`src/psprl_pkg.sv`:
```
// ---------------------------------------------------------------------------
// psprl_pkg
// Shared widths, constants, and types for the per-source rate limiter.
// ---------------------------------------------------------------------------
package psprl_pkg;

  localparam int TABLE_ENTRIES_DEF = 256;
  localparam int IDX_W             = 13;
  localparam int ADDR_W            = 32;
  localparam int TIME_W            = 32;
  localparam int SBURST_W          = 14;
  localparam int GBURST_W          = 10;
  localparam int RATE_W            = 10;
  localparam int CFG_IDX_W         = 2;

  localparam logic [ADDR_W-1:0]    LOOPBACK_ADDR  = 32'h0100_007F;
  localparam logic [RATE_W-1:0]    MS_PER_SECOND  = 10'd1000;
  localparam logic [RATE_W-1:0]    RATE_MAX       = 10'd1000;
  localparam logic [3:0]           BURST_FACTOR   = 4'd10;

  localparam logic [CFG_IDX_W-1:0] CFG_SRC_RATE   = 2'd0;
  localparam logic [CFG_IDX_W-1:0] CFG_GLB_RATE   = 2'd1;

  typedef struct packed {
    logic                vld;
    logic                found;
    logic [IDX_W-1:0]    hit_idx;
    logic [TIME_W-1:0]   hit_last;
    logic [SBURST_W-1:0] hit_burst;
    logic [IDX_W-1:0]    vic_idx;
    logic [TIME_W-1:0]   vic_time;
  } srch_t;

  typedef struct packed {
    logic                en;
    logic [IDX_W-1:0]    idx;
    logic [ADDR_W-1:0]   addr;
    logic [TIME_W-1:0]   last;
    logic [SBURST_W-1:0] burst;
  } cwr_t;

  function automatic logic [RATE_W-1:0] clamp_rate(input logic [RATE_W-1:0] r);
    logic [RATE_W-1:0] v;
    v = r;
    if (r == '0) v = RATE_W'(1);
    else if (r > RATE_MAX) v = RATE_MAX;
    return v;
  endfunction

endpackage

```
`src/psprl_cell.sv`:
```
// ---------------------------------------------------------------------------
// psprl_cell
// One bucket entry; checks the passing search beat and hands it on.
// ---------------------------------------------------------------------------
module psprl_cell #(
  parameter int IDX = 0
) (
  input  logic                            clk,
  input  logic                            rst_n,
  input  logic [psprl_pkg::ADDR_W-1:0]    query,
  input  logic [psprl_pkg::IDX_W-1:0]     used,
  input  psprl_pkg::cwr_t                 wr,
  input  psprl_pkg::srch_t                srch_i,
  output psprl_pkg::srch_t                srch_o
);
  import psprl_pkg::*;

  logic [ADDR_W-1:0]   addr_r;
  logic [TIME_W-1:0]   last_r;
  logic [SBURST_W-1:0] burst_r;
  srch_t               srch_r;
  srch_t               srch_nxt;
  logic                live;

  assign live = (IDX_W'(IDX) < used);

  always_comb begin
    srch_nxt = srch_i;
    if (srch_i.vld && live && !srch_i.found) begin
      if (addr_r == query) begin
        srch_nxt.found     = 1'b1;
        srch_nxt.hit_idx   = IDX_W'(IDX);
        srch_nxt.hit_last  = last_r;
        srch_nxt.hit_burst = burst_r;
      end
      if (IDX == 0 || $signed(last_r) < $signed(srch_i.vic_time)) begin
        srch_nxt.vic_idx  = IDX_W'(IDX);
        srch_nxt.vic_time = last_r;
      end
    end
  end

  always_ff @(posedge clk) begin
    if (!rst_n) begin
      srch_r.vld <= 1'b0;
    end else begin
      srch_r.vld <= srch_nxt.vld;
    end
    srch_r.found     <= srch_nxt.found;
    srch_r.hit_idx   <= srch_nxt.hit_idx;
    srch_r.hit_last  <= srch_nxt.hit_last;
    srch_r.hit_burst <= srch_nxt.hit_burst;
    srch_r.vic_idx   <= srch_nxt.vic_idx;
    srch_r.vic_time  <= srch_nxt.vic_time;
  end

  always_ff @(posedge clk) begin
    if (wr.en && wr.idx == IDX_W'(IDX)) begin
      addr_r  <= wr.addr;
      last_r  <= wr.last;
      burst_r <= wr.burst;
    end
  end

  assign srch_o = srch_r;

endmodule

```
`config.mk`:
```
export PLATFORM = sky130hd
export DESIGN_NAME = psprl_cell
export DESIGN_NICKNAME = d
export VERILOG_FILES = /design/src/psprl_pkg.sv /design/src/psprl_cell.sv
export SDC_FILE = /design/constraint.sdc
export NUM_CORES = 1
export LEC_CHECK = 0
export ABC_CLOCK_PERIOD_IN_PS = 12720
export BUFFER_PORTS_ARGS = -buffer_cell sky130_fd_sc_hd__buf_2
export CORE_MARGIN = 2
export CORE_UTILIZATION = 30
export CTS_BUF_LIST = sky130_fd_sc_hd__clkbuf_2
export CTS_CLUSTER_DIAMETER = 60
export DETAILED_ROUTE_END_ITERATION = 7
export PLACE_DENSITY = 0.64
export SLEW_MARGIN = 20
export SYNTH_ARGS = -nofsm -noshare
export SYNTH_HDL_FRONTEND = slang
export SYNTH_SLANG_ARGS = --single-unit
```
`constraint.sdc`:
```
create_clock -name clk -period 12.72 [get_ports clk]
set_input_delay 1.272 -clock clk [delete_from_list [all_inputs] [get_ports clk]]
set_output_delay 1.272 -clock clk [all_outputs]
set_load 0.03 [all_outputs]
```
==> out/metrics.csv <==
metric,value,unit
start_kind,primary input,
critical_path_class,primary input to flop,
grt_overflow_total,0,
drtIter0Drc,112,
grt_max_degree,47,
ant_nets,0,
drive_above_1_share,63.5,%
fin_area,0.00829,mm²
required,13090,ps
cp-end-kind,flop,
cts_resized,0,
postCtsSetupBuffers,0,
cts_hold_buf,0,
fin_tns_setup,0,ps
preCtsSetupSlack,9050,ps
die_y,146,µm
ir_drop,0.0000552,V
avgViaCountPerCell,4.09,
wirelength,15.0,mm
grt_antenna_before_repair,4,
cts_sinks,184,
initial_utilization,30.7,%
htreeDepth,4,
netlist_instances,355,
synth_seq_cells,184,
clk_latency,700,ps
avgSynthCellArea,17.0,µm²
dp_cells,964,
slew_viol_final,0,
cp_top_family,buffers and inverters,
chipWidth,146,µm
dpl.hpwl,11.5,mm
run_status,finished clean,
final_common_cell,buf_2,
total_power,1.04,mW
utilization,42.3,%
yosysSeqAreaShare,74.1,%
hold_violations,0,
drt-wirelength-per-cell,15.0,µm
powerDensity,125,mW/mm²
cpPeakStageDelay,560,ps
first_pass_iters,4,
gp_congestion,0.744,
postPlaceCellArea,0.00807,mm²
final_nets,963,
gr-usage-all-layers,14.1,%
num_io_pins,351,
fin_crit,2890,ps
cts_buffers,17,
critPathSlowestCell,buf_4,
grt_pass1_vias,4363,
fmax,346,MHz
final_cell_mix,"350 x buf_2, 106 x dfxtp_1, 78 x edfxtp_1",
syn_to_final_growth,37.7,%
critPathMaxFanout,42,
num_rows,51,
worstPathCellList,buf_2 -> or4_1 -> nor4_2 -> buf_4 -> buf_4,
worst_slew_pin_slew,602,ps
clkTransAtPathRegs,270,ps
setup_viol,0,
hold_class,flop to flop,
syn_nets,600,
grt_pass1_wl,23.1,mm
ys_warn_count,0,
cp.arrival,3260,ps
drc,0,
cts_tree,built,
cp_num_buf_inv,3,
fin_skew,27.6,ps
leakage,3.67,nW
drv_cap,0,
vias,4087,
clockBufferDepth,2,
synth_cell_type_count,21,
final_cells,999,
io_buffer_count,350,
holdWs,481,ps
finalWorstSetupSlack,9830,ps
final.period_utilization,22.7,%
max-slew-margin-rel,59.9,%
crit_top_cell,buf_4,
die-area,0.0212,mm²
rsz0062_at_grt,false,
syn_area,0.00602,mm²
coreArea,0.0196,mm²
root_buffer,clkbuf_2,
==> cells by family after synthesis <==
logic type,after synthesis,synth area share [%]
XOR/XNOR,32,4.66
buffers and inverters,11,1.27
flip-flops,184,74.1
multiplexers,78,14.6
AND/OR/NAND/NOR,50,5.34
==> per-layer routing <==
layer | wire [µm] | up-vias | share of wire (%) | global-route usage [%]
met1 | 6030 | 1869 | 40 | 15.9
li1 | - | 1999 | - | -
met5 | 0 | - | 0 | 0
met3 | 1330 | 14 | 8.9 | 6.14
met2 | 7370 | 205 | 49 | 24.1
met4 | 250 | 0 | 1.7 | 4.71
==> Yosys cell counts (all sizes together) <==
master	count	share of area, %
nor4b	1	0.15
or4	1	0.12
xor2	32	4.7
dfxtp	106	35
buf	9	1.1
or2	1	0.10
edfxtp	78	39
nor2b	13	1.4
nor2	1	0.062
nor3	2	0.35
and2	14	1.5
nand2	1	0.062
nor4	12	1.2
nand3b	1	0.12
clkbuf	2	0.12
nand4	3	0.31
mux2	78	15
==> path summary, 6_finish.rpt <==
kind / start / end / slack, ps / depth (start not counted)
setup / recovery: wr[79] / addr_r[8] / 9830 / 5
hold / removal: burst_r[6] / srch_o[51] / 480 / 1
setup reg to reg: addr_r[17] / srch_o[59] / 10360 / 6
hold reg to reg: burst_r[6] / srch_o[51] / 480 / 1
==> area by class of cell <==
class                           count  area (µm²)
Sequential cell                   184        4460
Clock buffer                       19        95.1
Multi-Input combinational cell    160        1490
Tap cell                          265         332
Clock inverter                     13         115
Antenna cell                        3        7.51
Timing Repair Buffer              355        1790
Fill cell                        1890       11300
==> sequential cells by signal, summed over array words and instances (netlist names) <==
| register | cells |
|---|---|
| last_r | 32 |
| burst_r | 14 |
| addr_r | 32 |
| srch_o | 106 |
==> power breakdown <==
group / total (mW) / switching (mW) / internal [mW]
combinational: 0.124 / 0.0683 / 0.0555
clock: 0.273 / 0.213 / 0.0604
sequential: 0.640 / 0.00433 / 0.635
total: 1.04 / 0.285 / 0.751
Power figures use the tool's default switching activity.
