<file path="config.mk">
export PLATFORM = sky130hd
export DESIGN_NAME = psprl_div
export DESIGN_NICKNAME = d
export VERILOG_FILES = /design/src/psprl_pkg.sv /design/src/psprl_div.sv
export SDC_FILE = /design/constraint.sdc
export NUM_CORES = 1
export LEC_CHECK = 0
export BUFFER_PORTS_ARGS = -buffer_cell sky130_fd_sc_hd__buf_4
export CORE_ASPECT_RATIO = 1.2
export CORE_MARGIN = 2
export CORE_UTILIZATION = 50
export CTS_CLUSTER_DIAMETER = 200
export DETAILED_ROUTE_END_ITERATION = 7
export PLACE_DENSITY_LB_ADDON = 0.05
export SYNTH_ARGS = -nofsm -noshare
export SYNTH_HDL_FRONTEND = slang
export SYNTH_SLANG_ARGS = --single-unit
</file>
<file path="constraint.sdc">
create_clock -name clk -period 2.9 [get_ports clk]
set_input_delay 0.145 -clock clk [delete_from_list [all_inputs] [get_ports clk]]
set_output_delay 0.145 -clock clk [all_outputs]
set_load 0.03 [all_outputs]
</file>
<file path="src/psprl_pkg.sv">
// ---------------------------------------------------------------------------
// psprl_pkg
// Shared widths, constants, and types for the per-source rate limiter.
// ---------------------------------------------------------------------------
package psprl_pkg;

  localparam int TABLE_ENTRIES_DEF = 256;
  localparam int IDX_W             = 13;
  localparam int ADDR_W            = 32;
  localparam int TIME_W            = 32;
  localparam int SBURST_W          = 14;
  localparam int GBURST_W          = 10;
  localparam int RATE_W            = 10;
  localparam int CFG_IDX_W         = 2;

  localparam logic [ADDR_W-1:0]    LOOPBACK_ADDR  = 32'h0100_007F;
  localparam logic [RATE_W-1:0]    MS_PER_SECOND  = 10'd1000;
  localparam logic [RATE_W-1:0]    RATE_MAX       = 10'd1000;
  localparam logic [3:0]           BURST_FACTOR   = 4'd10;

  localparam logic [CFG_IDX_W-1:0] CFG_SRC_RATE   = 2'd0;
  localparam logic [CFG_IDX_W-1:0] CFG_GLB_RATE   = 2'd1;

  typedef struct packed {
    logic                vld;
    logic                found;
    logic [IDX_W-1:0]    hit_idx;
    logic [TIME_W-1:0]   hit_last;
    logic [SBURST_W-1:0] hit_burst;
    logic [IDX_W-1:0]    vic_idx;
    logic [TIME_W-1:0]   vic_time;
  } srch_t;

  typedef struct packed {
    logic                en;
    logic [IDX_W-1:0]    idx;
    logic [ADDR_W-1:0]   addr;
    logic [TIME_W-1:0]   last;
    logic [SBURST_W-1:0] burst;
  } cwr_t;

  function automatic logic [RATE_W-1:0] clamp_rate(input logic [RATE_W-1:0] r);
    logic [RATE_W-1:0] v;
    v = r;
    if (r == '0) v = RATE_W'(1);
    else if (r > RATE_MAX) v = RATE_MAX;
    return v;
  endfunction

endpackage

</file>
<file path="src/psprl_div.sv">
// ---------------------------------------------------------------------------
// psprl_div
// Restoring divider, 32-bit dividend by 10-bit divisor, one bit per cycle.
// ---------------------------------------------------------------------------
module psprl_div (
  input  logic                          clk,
  input  logic                          rst_n,
  input  logic                          start,
  input  logic [31:0]                   dividend,
  input  logic [psprl_pkg::RATE_W-1:0]  divisor,
  output logic                          done,
  output logic [31:0]                   quot,
  output logic [psprl_pkg::RATE_W-1:0]  rem
);
  import psprl_pkg::*;

  logic              busy_r, busy_nxt;
  logic              done_r, done_nxt;
  logic [4:0]        cnt_r, cnt_nxt;
  logic [31:0]       quot_r, quot_nxt;
  logic [RATE_W-1:0] rem_r, rem_nxt;
  logic [RATE_W-1:0] div_r, div_nxt;
  logic [RATE_W:0]   trial;

  always_comb begin
    busy_nxt = busy_r;
    done_nxt = 1'b0;
    cnt_nxt  = cnt_r;
    quot_nxt = quot_r;
    rem_nxt  = rem_r;
    div_nxt  = div_r;
    trial    = {rem_r, quot_r[31]};
    if (start) begin
      busy_nxt = 1'b1;
      cnt_nxt  = 5'd31;
      quot_nxt = dividend;
      rem_nxt  = '0;
      div_nxt  = divisor;
    end else if (busy_r) begin
      if (trial >= {1'b0, div_r}) begin
        rem_nxt  = RATE_W'(trial - {1'b0, div_r});
        quot_nxt = {quot_r[30:0], 1'b1};
      end else begin
        rem_nxt  = trial[RATE_W-1:0];
        quot_nxt = {quot_r[30:0], 1'b0};
      end
      cnt_nxt = cnt_r - 5'd1;
      if (cnt_r == '0) begin
        busy_nxt = 1'b0;
        done_nxt = 1'b1;
      end
    end
  end

  always_ff @(posedge clk) begin
    if (!rst_n) begin
      busy_r <= 1'b0;
      done_r <= 1'b0;
    end else begin
      busy_r <= busy_nxt;
      done_r <= done_nxt;
    end
    cnt_r  <= cnt_nxt;
    quot_r <= quot_nxt;
    rem_r  <= rem_nxt;
    div_r  <= div_nxt;
  end

  assign done = done_r;
  assign quot = quot_r;
  assign rem  = rem_r;

endmodule

</file>
==> summary.md <==
| Metric | Value |
|---|---|
| Post-synth EDFFs | `42` |
| Initial Util | `51.3%` |
| Worst hold slack | `0.0123 ns` |
| Asr flop ratio synth | `0%` |
| Hold_sp | `rst_n` |
| Reg area | `1600 um2` |
| Vias in the first global route | `2113` |
| Status | `complete, no violations` |
| Fillers | `427` |
| Sequential share of power | `44.4%` |
| I/O Pins | `88` |
| Slew @ Worst Pin | `0.488 ns` |
| Pleak | `1.71 nW` |
| Worst R2R Start | `quot[31]` |
| Power Internal | `1.65 mW` |
| CP max stage delay | `0.42 ns` |
| CP Cell Sequence | `inv_1, ha_1, inv_1, fa_1, a211oi_1, nor3_1, o31a_1, o21ai_0, nand3_1, a311oi_1` |
| Count of warnings emitted by yosys | `0` |
| Slew Limit Fails | `0` |
| Die height | `87.3 um` |
| Minimum clock period | `2.55 ns` |
| Clock Power Share | `31.2%` |
| Peak supply drop | `0.000396 V` |
| Clock Latency Late Sink | `0.34 ns` |
| # Post-CTS Setup Buffers | `0` |
| Total Neg Setup Slack | `0 ns` |
| Fin crit share | `88.1%` |
| Synth Cell Area | `2890 um2` |
| Slew margin rel. | `67.5%` |
| Fin nets | `384` |
| Avg Vias per Cell | `5.24` |
| Power Density | `602 nW/um2` |
| Max-cap viol count | `0` |
| Area grow syn2layout | `34.9%` |
| Core Area | `5630 um2` |
| Antenna diodes | `0` |
| First-pass GRT wire length | `9.51 mm` |
| Crit. Startpoint | `quot[31]` |
| CP endpoint kind | `flop` |
| Total GRT Usage | `19.7%` |
| CTS tree | `yes` |
| HPWL Detailed | `4.09 mm` |
| Final global-route overflow total | `0` |
| Worst path most repeated cell | `inv_1` |
| DRT iter0 DRCs | `106` |
| Initial antenna violation count | `0` |
| Gate power share | `24.4%` |
| Met3 Resource Use GR | `4.86%` |
| Critical Path Fanout Max | `3` |
| Worst Path Required | `3.14 ns` |
| Arr. time, crit path | `2.79 ns` |
| Final hold vios | `0` |
| Rows | `30` |
| Fin Clk Skew | `0.0103 ns` |
| Top Usage Layer GRT | `met2` |
| P_sw | `0.694 mW` |
| Number of routed nets with antenna violations | `0` |
| # resized after CTS | `0` |
| CP max-delay cell | `fa_1` |
| Detailed Routing Iterations Pass 1 | `4` |
| Via Count | `2075` |
| Number of H-tree levels | `3` |
| Synth Instances | `225` |
| Clk sinks | `59` |
| Startpoint Class | `flop` |
| Kind of critical path | `flop to flop` |
| GPL Wtd Cong | `0.757` |
| Layout cell share with drive strength beyond 1 | `43.4%` |
| Switching fraction of total power | `29.6%` |
| Met1 Use GR | `23.4%` |
| RSZ-0062 raised after global routing | `no` |
| Largest net degree at the start of global routing | `44` |
| DRC violations left | `0` |
| Port buffer count | `87` |
| DIE AREA | `6400 um2` |
| Multi-input gate area | `1190 um2` |
| Synth cell types | `45` |
| Setup violators final | `0` |
| Met2 usage | `32.4%` |
| Root buf cell | `clkbuf_8` |
| Post-synthesis sequential area ratio | `55.4%` |
| Routed len/inst | `14.8 um` |
| Final Routed Wirelength | `5.85 mm` |
| CTS Buf Count | `9` |
| Net Count, Synth | `282` |
| Clock-pin slew on the worst setup and hold paths | `0.07 ns` |
| Post-synthesis sequential element count | `59` |
| Avg Cell Area, Syn | `12.8 um2` |
| Fmax achieved | `0.392 GHz` |
| Clock tree buffer depth | `2` |
| Predominant post-synthesis flop cell | `edfxtp_1` |
| Die Wd | `73.4 um` |
| Worst Hold Class | `input port to flop` |
==> through the flow <==
step / power, mW / util [%] / setup slack [ns] / std cells / cell area, um2
floorplan: 1.43 / - / 0.358 / 225 / 2890
global placement: 1.62 / 64.0 / 0.454 / 370 / 3600
detailed placement: 1.62 / 64.0 / 0.414 / 370 / 3600
CTS: 2.36 / 69.2 / 0.352 / 396 / 3900
global route: 2.45 / 69.2 / 0.185 / 396 / 3900
finish: 2.35 / 69.2 / 0.346 / 396 / 3900
==> area by class of cell <==
class,instances,share of cell area [%]
inverters,14,1.35
repair buffers,100,19.9
multi-input cells,143,30.6
clock inverters,6,1.67
clock buffers,10,3.28
flip-flops and latches,59,41.1
well taps,64,2.06
==> timing repair <==
action                                  CTS  global route
endpoints found under the setup margin    0             0
hold buffers                             10             0
endpoints found under the hold margin    10             0
==> worst paths after layout <==
check	endpoint	depth (start not counted)	slack, ns
setup / recovery	rem[8]	10	0.35
hold / removal	busy_r	2	0.01
setup reg to reg	rem[8]	10	0.35
hold reg to reg	cnt_r[3]	2	0.52
==> sequential cells by signal, indices dropped and copies added (netlist names) <==
register  count
busy_r        1
cnt_r         5
div_r        10
done          1
quot         32
rem          10
==> critical path, delay by kind of cell (launching register included) <==
| family | cells | cell delay, ns |
|---|---|---|
| buffers and inverters | 2 | 0.14 |
| flip-flops | 1 | 0.38 |
| AO/OA/AOI/OAI | 4 | 1.13 |
| adder cells (fa/ha/maj) | 2 | 0.59 |
| AND/OR/NAND/NOR | 2 | 0.22 |
==> per-layer routing <==
| metal | vias to the layer above | share of wire, % |
|---|---|---|
| met5 | - | 0 |
| met4 | 0 | 2.1 |
| met3 | 9 | 5.0 |
| met2 | 54 | 50 |
| met1 | 969 | 43 |
| li1 | 1043 | - |
==> cell families (layout without fill, tap and decap cells) <==
family / Yosys count / after routing / synth area share [%]
compound gates: 40 / 40 / 10.4
simple gates: 46 / 46 / 8.62
fa+ha+maj: 12 / 12 / 5.46
mux: 37 / 37 / 14.4
flops: 59 / 59 / 55.4
xor+xnor: 8 / 8 / 2.43
buf+inv: 23 / 130 / 3.25
==> cell usage in the layout (no fill, tap or decap), drive strengths merged, types with 8 or more instances in the layout <==
cell	instances
a211oi	8
nor2	12
edfxtp	42
inv	15
ha	11
nand2	9
dlygate4sd3	10
dfxtp	17
mux2	33
clkbuf	10
buf	90
==> power groups by stage <==
stage | registers [mW] | clock network (mW) | logic (mW)
2_1_floorplan | 1.17 | 0 | 0.255
3_3_place_gp | 1.06 | 0 | 0.557
3_5_place_dp | 1.06 | 0 | 0.564
4_1_cts | 1.04 | 0.743 | 0.577
5_1_grt | 1.05 | 0.781 | 0.620
6_report | 1.04 | 0.731 | 0.573
==> Yosys cell counts (3+ instances only) <==
cell,count,share of area [%]
edfxtp_1,42,44
mux2_2,32,12
dfxtp_1,17,12
inv_1,14,1.8
nor2_1,12,1.6
ha_1,11,4.8
nand2_1,8,1.0
a211oi_1,7,1.8
a21oi_1,5,0.87
nand2b_1,5,1.1
a21o_1,4,1.0
buf_1,4,0.52
clkbuf_1,4,0.52
mux2i_1,4,1.4
o21ai_0,4,0.69
o21bai_1,4,1.0
xnor2_1,4,1.2
xor2_1,4,1.2
and3_1,3,0.65
nand3_1,3,0.52
nor2b_1,3,0.65
nor3_1,3,0.52
(Power assumes the default switching activity.)
